**config.mk**
```make
export PLATFORM = sky130hd
export DESIGN_NAME = fixed_point_pi_speed_controller
export DESIGN_NICKNAME = d
export VERILOG_FILES = /design/src/rtl/fpsc_pkg.sv /design/src/rtl/fpsc_muldiv.sv /design/src/rtl/fixed_point_pi_speed_controller.sv
export SDC_FILE = /design/constraint.sdc
export NUM_CORES = 2
export LEC_CHECK = 0
export ABC_AREA = 1
export BUFFER_PORTS_ARGS = -buffer_cell sky130_fd_sc_hd__buf_2
export CAP_MARGIN = 20
export CORE_ASPECT_RATIO = 0.9
export CORE_MARGIN = 2
export CORE_UTILIZATION = 65
export CTS_CLUSTER_SIZE = 28
export DETAILED_ROUTE_END_ITERATION = 10
export PLACE_DENSITY = 0.82
export SYNTH_ARGS = -nofsm -noshare
export SYNTH_HDL_FRONTEND = slang
export SYNTH_SLANG_ARGS = --single-unit
```
**constraint.sdc**
```tcl
create_clock -name i_clk -period 13.5 [get_ports i_clk]
set_input_delay 2.7 -clock i_clk [delete_from_list [all_inputs] [get_ports i_clk]]
set_output_delay 2.7 -clock i_clk [all_outputs]
set_load 0.01 [all_outputs]
```
**src/rtl/fpsc_pkg.sv**
```systemverilog
// Shared types, constants and saturation and sign helpers for the PI speed controller.
`default_nettype none
package fpsc_pkg;

    localparam int unsigned WideW = 64;
    localparam int unsigned SatW  = 56;

    localparam logic signed [30:0] DriveMax = 31'sh3FFFFFFF;
    localparam logic signed [30:0] DriveMin = 31'sh40000000;

    typedef struct packed {
        logic             start;
        logic             is_div;
        logic [WideW-1:0] a;
        logic [31:0]      b;
        logic [6:0]       steps;
    } t_md_req;

    typedef struct packed {
        logic             done;
        logic [WideW-1:0] result;
    } t_md_rsp;

    function automatic logic signed [30:0] sat_q30(input logic signed [SatW-1:0] x);
        logic signed [30:0] r;
        if (x > SatW'(signed'(DriveMax))) begin
            r = DriveMax;
        end else if (x < SatW'(signed'(DriveMin))) begin
            r = DriveMin;
        end else begin
            r = x[30:0];
        end
        return r;
    endfunction

    function automatic logic signed [SatW-1:0] apply_sign(input logic neg,
                                                          input logic [WideW-1:0] m);
        logic signed [SatW-1:0] v;
        v = signed'(m[SatW-1:0]);
        return neg ? -v : v;
    endfunction

endpackage
`default_nettype wire

```
**src/rtl/fpsc_muldiv.sv**
```systemverilog
// Shared bit-serial unit: shift-add multiplier and restoring divider, one bit per cycle.
`default_nettype none
module fpsc_muldiv (
    input  wire                 i_clk,
    input  wire                 i_rst_n,
    input  fpsc_pkg::t_md_req   i_req,
    output fpsc_pkg::t_md_rsp   o_rsp
);
    import fpsc_pkg::*;

    logic             r_busy, n_busy;
    logic             r_done, n_done;
    logic             r_isdiv, n_isdiv;
    logic [6:0]       r_cnt, n_cnt;
    logic [WideW-1:0] r_acc, n_acc;
    logic [WideW-1:0] r_op, n_op;
    logic [31:0]      r_mp, n_mp;
    logic [9:0]       r_rem, n_rem;
    logic [9:0]       r_dvs, n_dvs;
    logic [10:0]      trial;
    logic             ge;

    always_comb begin
        trial   = {r_rem, r_acc[WideW-1]};
        ge      = trial >= {1'b0, r_dvs};
        n_busy  = r_busy;
        n_done  = 1'b0;
        n_isdiv = r_isdiv;
        n_cnt   = r_cnt;
        n_acc   = r_acc;
        n_op    = r_op;
        n_mp    = r_mp;
        n_rem   = r_rem;
        n_dvs   = r_dvs;
        if (i_req.start) begin
            n_busy  = 1'b1;
            n_isdiv = i_req.is_div;
            n_cnt   = i_req.steps;
            n_acc   = i_req.is_div ? i_req.a : '0;
            n_op    = i_req.a;
            n_mp    = i_req.b;
            n_rem   = '0;
            n_dvs   = i_req.b[9:0];
        end else if (r_busy) begin
            if (r_isdiv) begin
                n_rem = ge ? 10'(trial - {1'b0, r_dvs}) : trial[9:0];
                n_acc = {r_acc[WideW-2:0], ge};
            end else begin
                if (r_mp[0]) begin
                    n_acc = r_acc + r_op;
                end
                n_op = {r_op[WideW-2:0], 1'b0};
                n_mp = {1'b0, r_mp[31:1]};
            end
            n_cnt = r_cnt - 7'd1;
            if (r_cnt == 7'd1) begin
                n_busy = 1'b0;
                n_done = 1'b1;
            end
        end
    end

    always_ff @(posedge i_clk) begin
        if (!i_rst_n) begin
            r_busy <= 1'b0;
            r_done <= 1'b0;
        end else begin
            r_busy <= n_busy;
            r_done <= n_done;
        end
        r_isdiv <= n_isdiv;
        r_cnt   <= n_cnt;
        r_acc   <= n_acc;
        r_op    <= n_op;
        r_mp    <= n_mp;
        r_rem   <= n_rem;
        r_dvs   <= n_dvs;
    end

    assign o_rsp.done   = r_done;
    assign o_rsp.result = r_acc;

endmodule
`default_nettype wire

```
**src/rtl/fixed_point_pi_speed_controller.sv**
```systemverilog
// Top level of the PI speed controller: stream ports, configuration and the update sequencer.
//
//  Channel    | Direction | Contents
//  s_axis     | in        | tdata: reference_rpm, measured_rpm, time_ms; tuser: opcode
//  m_axis     | out       | tdata: drive (31 bits, zero padded to 32)
//  cfg        | in        | write enable, register index, 31-bit data
//
// Restart, first and zero-time updates skip the bit-serial unit and go straight to the output
// state. A full update runs the bit-serial unit: up to 22 steps for the error scaling, 17 and
// 16 for the feedforward and proportional products, and, inside the integration window,
// 16 + 32 + 64 for the integrator step, before the drive is formed and registered.
// Reset is synchronous and active low. A new transaction is taken only when the sequencer
// is idle; a finished drive waits in the output register while the next one is computed.
`default_nettype none
module fixed_point_pi_speed_controller (
    input  wire         i_clk,
    input  wire         i_rst_n,
    input  wire         s_axis_tvalid,
    output logic        s_axis_tready,
    input  wire  [63:0] s_axis_tdata,   // reference_rpm[15:0], measured_rpm[31:16], time_ms[63:32]
    input  wire  [0:0]  s_axis_tuser,   // opcode[0]
    output logic        m_axis_tvalid,
    input  wire         m_axis_tready,
    output logic [31:0] m_axis_tdata,   // drive[30:0], zero [31]
    input  wire         i_cfg_we,
    input  wire  [2:0]  i_cfg_addr,
    input  wire  [30:0] i_cfg_data
);
    import fpsc_pkg::*;

    localparam logic [2:0] RegPropGain   = 3'd0;
    localparam logic [2:0] RegIntGain    = 3'd1;
    localparam logic [2:0] RegFfGain     = 3'd2;
    localparam logic [2:0] RegDeadband   = 3'd3;
    localparam logic [2:0] RegWindow     = 3'd4;
    localparam logic [2:0] RegIntLimit   = 3'd5;

    localparam logic [3:0] StIdle = 4'd0;
    localparam logic [3:0] StDivE = 4'd1;
    localparam logic [3:0] StMff  = 4'd2;
    localparam logic [3:0] StMpt  = 4'd3;
    localparam logic [3:0] StMi1  = 4'd4;
    localparam logic [3:0] StMi2  = 4'd5;
    localparam logic [3:0] StDivI = 4'd6;
    localparam logic [3:0] StFin  = 4'd7;
    localparam logic [3:0] StOut  = 4'd8;

    localparam int unsigned OpW = 1;
    localparam logic [OpW-1:0] OpRestart = 1'b1;

    logic [14:0]        r_pg, r_ig;
    logic signed [30:0] r_fg;
    logic [15:0]        r_db, r_iw;
    logic [29:0]        r_lim;

    logic [3:0]         r_state;
    logic signed [30:0] r_acc;
    logic [31:0]        r_prev;
    logic               r_first;
    logic signed [15:0] r_ref;
    logic [31:0]        r_dt;
    logic               r_eneg, r_win;
    logic [15:0]        r_eqmag;
    logic signed [30:0] r_ff, r_pt, r_res;
    logic [53:0]        r_dimag;
    logic               r_ov;
    logic [30:0]        r_od;
    t_md_req            r_req;
    t_md_rsp            rsp;

    logic               in_fire;
    logic signed [15:0] in_ref, in_meas;
    logic [31:0]        in_now, in_dt;
    logic signed [16:0] err;
    logic [16:0]        emag, emag_eff;
    logic               dead;
    logic [16:0]        refmag;
    logic [30:0]        fgmag;
    logic signed [SatW-1:0] di, isum, sum, dsum;
    logic signed [30:0] cand_sat, cand, new_acc;
    logic signed [30:0] lim_s;
    logic               eq_pos, eq_neg, commit;

    fpsc_muldiv u_md (
        .i_clk   (i_clk),
        .i_rst_n (i_rst_n),
        .i_req   (r_req),
        .o_rsp   (rsp)
    );

    assign s_axis_tready = (r_state == StIdle);
    assign in_fire  = s_axis_tvalid && s_axis_tready;
    assign in_ref   = signed'(s_axis_tdata[15:0]);
    assign in_meas  = signed'(s_axis_tdata[31:16]);
    assign in_now   = s_axis_tdata[63:32];
    assign in_dt    = in_now - r_prev;
    assign err      = 17'(in_ref) - 17'(in_meas);
    assign emag     = err[16] ? 17'(-err) : 17'(err);
    assign dead     = emag <= {1'b0, r_db};
    assign emag_eff = dead ? 17'd0 : emag;
    assign refmag   = r_ref[15] ? 17'(-17'(r_ref)) : 17'(r_ref);
    assign fgmag    = r_fg[30] ? 31'(-r_fg) : 31'(r_fg);

    assign di       = apply_sign(r_eneg, {10'd0, r_dimag});
    assign isum     = SatW'(r_acc) + di;
    assign lim_s    = signed'({1'b0, r_lim});
    always_comb begin
        cand_sat = sat_q30(isum);
        if (cand_sat > lim_s) begin
            cand_sat = lim_s;
        end else if (cand_sat < -lim_s) begin
            cand_sat = -lim_s;
        end
    end
    assign cand    = r_win ? cand_sat : r_acc;
    assign sum     = SatW'(r_ff) + SatW'(r_pt) + SatW'(cand);
    assign eq_pos  = !r_eneg && (r_eqmag != 16'd0);
    assign eq_neg  = r_eneg && (r_eqmag != 16'd0);
    assign commit  = !((sum > SatW'(DriveMax) && eq_pos) || (sum < SatW'(DriveMin) && eq_neg));
    assign new_acc = commit ? cand : r_acc;
    assign dsum    = SatW'(r_ff) + SatW'(r_pt) + SatW'(new_acc);

    always_ff @(posedge i_clk) begin
        if (!i_rst_n) begin
            r_pg    <= 15'd1300;
            r_ig    <= 15'd4000;
            r_fg    <= 31'sd99000;
            r_db    <= 16'd10;
            r_iw    <= 16'd200;
            r_lim   <= 30'd300000000;
        end else if (i_cfg_we) begin
            unique case (i_cfg_addr)
                RegPropGain: r_pg  <= i_cfg_data[14:0];
                RegIntGain:  r_ig  <= i_cfg_data[14:0];
                RegFfGain:   r_fg  <= signed'(i_cfg_data);
                RegDeadband: r_db  <= i_cfg_data[15:0];
                RegWindow:   r_iw  <= i_cfg_data[15:0];
                RegIntLimit: r_lim <= i_cfg_data[29:0];
                default: ;
            endcase
        end
    end

    always_ff @(posedge i_clk) begin
        if (!i_rst_n) begin
            r_state <= StIdle;
            r_acc   <= '0;
            r_prev  <= '0;
            r_first <= 1'b1;
            r_ov    <= 1'b0;
            r_req   <= '0;
        end else begin
            if (r_ov && m_axis_tready && (r_state != StOut)) begin
                r_ov <= 1'b0;
            end
            unique case (r_state)
                StIdle: begin
                    if (in_fire) begin
                        r_res <= '0;
                        r_ref <= in_ref;
                        if (s_axis_tuser == OpRestart) begin
                            r_acc   <= '0;
                            r_prev  <= '0;
                            r_first <= 1'b1;
                            r_state <= StOut;
                        end else if (r_first) begin
                            r_first <= 1'b0;
                            r_prev  <= in_now;
                            r_acc   <= '0;
                            r_state <= StOut;
                        end else begin
                            r_prev <= in_now;
                            r_dt   <= in_dt;
                            r_eneg <= err[16] && !dead;
                            r_win  <= emag_eff <= {1'b0, r_iw};
                            if (in_dt == 32'd0) begin
                                r_state <= StOut;
                            end else if (emag_eff >= 17'd4000) begin
                                r_eqmag <= (err[16] && !dead) ? 16'd32768 : 16'd32767;
                                r_state <= StMff;
                                r_req   <= '{1'b1, 1'b0,
                                            64'(fgmag),
                                            32'(in_ref[15] ? 17'(-17'(in_ref)) : 17'(in_ref)),
                                            7'd17};
                            end else begin
                                r_state <= StDivE;
                                r_req   <= '{1'b1, 1'b1, {emag_eff[11:0], 52'd0},
                                            32'd125, 7'd22};
                            end
                        end
                    end
                end
                StDivE: begin
                    if (rsp.done) begin
                        r_eqmag <= {1'b0, rsp.result[14:0]};
                        r_state <= StMff;
                        r_req   <= '{1'b1, 1'b0, 64'(fgmag), 32'(refmag), 7'd17};
                    end else begin
                        r_req.start <= 1'b0;
                    end
                end
                StMff: begin
                    if (rsp.done) begin
                        r_ff    <= sat_q30(apply_sign(r_fg[30] ^ r_ref[15], rsp.result));
                        r_state <= StMpt;
                        r_req   <= '{1'b1, 1'b0, 64'(r_pg), 32'(r_eqmag), 7'd16};
                    end else begin
                        r_req.start <= 1'b0;
                    end
                end
                StMpt: begin
                    if (rsp.done) begin
                        r_pt <= sat_q30(apply_sign(r_eneg, rsp.result));
                        if (r_win) begin
                            r_state <= StMi1;
                            r_req   <= '{1'b1, 1'b0, 64'(r_ig), 32'(r_eqmag), 7'd16};
                        end else begin
                            r_dimag <= '0;
                            r_state <= StFin;
                        end
                    end else begin
                        r_req.start <= 1'b0;
                    end
                end
                StMi1: begin
                    if (rsp.done) begin
                        r_state <= StMi2;
                        r_req   <= '{1'b1, 1'b0, rsp.result, r_dt, 7'd32};
                    end else begin
                        r_req.start <= 1'b0;
                    end
                end
                StMi2: begin
                    if (rsp.done) begin
                        r_state <= StDivI;
                        r_req   <= '{1'b1, 1'b1, rsp.result, 32'd1000, 7'd64};
                    end else begin
                        r_req.start <= 1'b0;
                    end
                end
                StDivI: begin
                    if (rsp.done) begin
                        r_dimag <= rsp.result[53:0];
                        r_state <= StFin;
                    end else begin
                        r_req.start <= 1'b0;
                    end
                end
                StFin: begin
                    r_acc   <= new_acc;
                    r_res   <= sat_q30(dsum);
                    r_state <= StOut;
                end
                StOut: begin
                    if (!r_ov || m_axis_tready) begin
                        r_ov    <= 1'b1;
                        r_od    <= r_res;
                        r_state <= StIdle;
                    end
                end
                default: r_state <= StIdle;
            endcase
        end
    end

    assign m_axis_tvalid = r_ov;
    assign m_axis_tdata  = {1'b0, r_od};

endmodule
`default_nettype wire
```
==> out/qor.csv <==
stage,metric,value,unit
floorplanning,Cell Rows,101,
clock_network,CTS Buffer Depth,3,
floorplanning,die footprint,87700,µm²
logic_synthesis,Synth Cell Area,55500,µm²
setup_path,largest fanout on the critical path,35,
finish,fin util,0.720,
logic_synthesis,"FFs w/ async S/R, synth",0,
setup_path,Worst EP required,14010,ps
clock_network,CTS Hold Bufs,0,
timing,"Slew Viols, Final",0,
global_routing,initial antenna violation count,4,
run,number of max-cap violations,0,
setup_path,max incr delay on CP,420,ps
finish,share of cells above drive strength 1,0.0763,
setup_path,CP most frequent cell,nand2_1,
run_status,outcome,finished clean,
route,DRT Wirelength,193000,µm
logic_synthesis,Ys Warns,0,
global_routing,gr ovfl total,0,
clock_network,Num CTS Buffers,79,
logic_synthesis,number of synthesized flops with an enable pin,422,
global_routing,largest net degree at the start of global routing,117,
logic_synthesis,Mapped Nets,8374,
global_routing,number of global-route vias before repair,52100,
placed_design,RePlAce Congestion,1.19,
logic_synthesis,post-synthesis sequential area ratio,0.339,
clock_network,CTS tree,yes,
setup_path,"Arr. time, crit path",13430,ps
timing,fmax,77.4,MHz
route,Antenna Nets Post-Route,0,
pwr,total power,7.21,mW
placed_design,port bufs,136,
floorplanning,Die X,312,µm
pwr,PwrDens,119,nW/µm²
finish,nets,8434,
timing,slew margin rel.,0.193,
floorplanning,# IOs,138,
global_routing,Tot GR Track Use,0.423,
route,DR vias,56700,
finish,"commonest cells after routing, fill and taps aside","1974 x nand2_1, 1002 x inv_1, 759 x nor2_1",
clock_network,Worst-Skew Late Latency,680,ps
finish,area delta synth->final,9.60,%
timing,final clock skew,34.6,ps
finish,Fillers,7012,
min_path,min-delay worst type,flip-flop to flip-flop,
pwr,Worst VDD drop,0.130,mV
pwr,Leak,27.3,nW
floorplanning,die height,281,µm
route,first drt pass iteration count,7,
route,WL/cell,21.1,µm
setup_path,Slowest cell on crit path,edfxtp_1,
logic_synthesis,Post-synth top flop,edfxtp_1,
finish,"most common cell after layout, fill and taps aside",nand2_1,
floorplanning,Initial Utilization,0.657,
logic_synthesis,#FFs+latches synth,729,
setup_path,CP Capture Type,flip-flop,
placed_design,HPWL after detailed placement,146000,µm
clock_network,Root Driver,clkbuf_16,
route,Starting DRT DRC Count,7016,
logic_synthesis,Post-Syn Instances,7887,
route,DRC viols,0,
timing,Worst-Margin Slew,1210,ps
timing,"Hold Vio Cnt, Final",0,
timing,final setup violation count,0,
setup_path,critical path launch point type,flip-flop,
timing,fin crit period,12920,ps
floorplanning,core area,84400,µm²
timing,Final Cycle Share,0.957,
setup_path,CP Class,flip-flop to flip-flop,
clock_network,# H-tree levels,3,
clock_network,CTS Sinks,729,
global_routing,first-pass GRT wire length,291000,µm
logic_synthesis,synthesized area per cell,7.03,µm²
clock_network,Worst-path clk slew,60,ps
logic_synthesis,synth unique cells,77,
route,routed vias/inst,6.20,
[critical path, delay by kind of cell (launching register included)]
kind / cells / cell delay (ps)
buf+inv: 15 / 1900
flops: 1 / 420
xor+xnor: 3 / 700
simple gates: 44 / 6190
fa+ha+maj: 5 / 1180
compound gates: 14 / 2380
[through the flow]
stage / cell area (µm²) / TNS [ps] / hold WS (ps) / setup slack (ps) / std cells
floorplan: 55500 / 0 / 400 / 1660 / 7887
global placement: 57100 / 0 / 404 / 344 / 8957
detailed placement: 57200 / 0 / 405 / 24.0 / 8958
CTS: 59800 / 0 / 417 / 7.71 / 9105
global route: 60800 / -4980 / 427 / -194 / 9148
finish: 60800 / 0 / 414 / 578 / 9152
[registers in the layout, summed over array words and instances (netlist names), 32 cells and up]
name / count
r_req: 103
u_md.r_acc: 64
u_md.r_op: 64
r_dimag: 54
r_dt: 32
r_prev: 32
u_md.r_mp: 32
[power breakdown]
part	internal [mW]	total, mW	switching, mW	leakage, nW
combinational	0.667	2.17	1.51	19.6
clock	1.28	2.26	0.978	1.29
sequential	2.59	2.78	0.188	6.40
[cell usage after synthesis (85+ instances only)]
master,n,share of area
a21oi_1,611,0.055
clkbuf_1,208,0.014
dfxtp_1,307,0.11
edfxtp_1,422,0.23
ha_1,375,0.085
inv_1,1011,0.068
nand2_1,2006,0.14
nand3_1,453,0.041
nand4_1,85,0.0096
nor2_1,798,0.054
nor3_1,111,0.010
o21ai_0,504,0.045
xnor2_1,97,0.015
xor2_1,251,0.040
[cell type report]
type                    instances  area, µm²  share of cell area
clock inverters                44        544             0.00895
inverters                    1034       3890              0.0640
well taps                    1133       1420              0.0233
flip-flops and latches        729      18800               0.310
repair buffers                248       1790              0.0295
diodes                          6       15.0            0.000247
multi-input cells            5855      32200               0.530
clock buffers                 103       2120              0.0349
[path summary, 6_finish.rpt]
kind         slack, ps                     end  depth (start not counted)                      from
max reg2reg        580  r_res[4]$_SDFFCE_PN0P_                         81  r_dimag[0]$_SDFFCE_PN0P_
min reg2reg        410      r_od[29]$_DFFE_PP_                          0   r_res[29]$_SDFFCE_PN0P_
min                410      r_od[29]$_DFFE_PP_                          0   r_res[29]$_SDFFCE_PN0P_
max                580  r_res[4]$_SDFFCE_PN0P_                         81  r_dimag[0]$_SDFFCE_PN0P_
[routing by layer]
| layer | GRT usage | part of all wire | vias to the layer above |
|---|---|---|---|
| li1 | - | - | 26300 |
| met1 | 0.527 | 0.38 | 26000 |
| met2 | 0.668 | 0.44 | 3542 |
| met3 | 0.101 | 0.12 | 829 |
| met4 | 0.255 | 0.071 | 4 |
| met5 | 0 | 0.00012 | - |
[kinds of logic after synthesis]
| family | count (synthesis) | synth area share |
|---|---|---|
| buffers and inverters | 1303 | 0.0909 |
| DFF | 729 | 0.339 |
| xor gates and xnor gates | 353 | 0.0564 |
| and+or+nand+nor | 3588 | 0.269 |
| adders and majority gates | 383 | 0.0875 |
| other | 1 | 0.0000676 |
| AOI/OAI and AO/OA | 1530 | 0.158 |
[what timing repair did]
item,4_1_cts,5_1_grt
gates cloned,0,7
endpoints found under the setup margin,30,31
resized for setup,2,169
pin swaps,0,51
setup buffers,0,27
(Power assumes the default switching activity.)
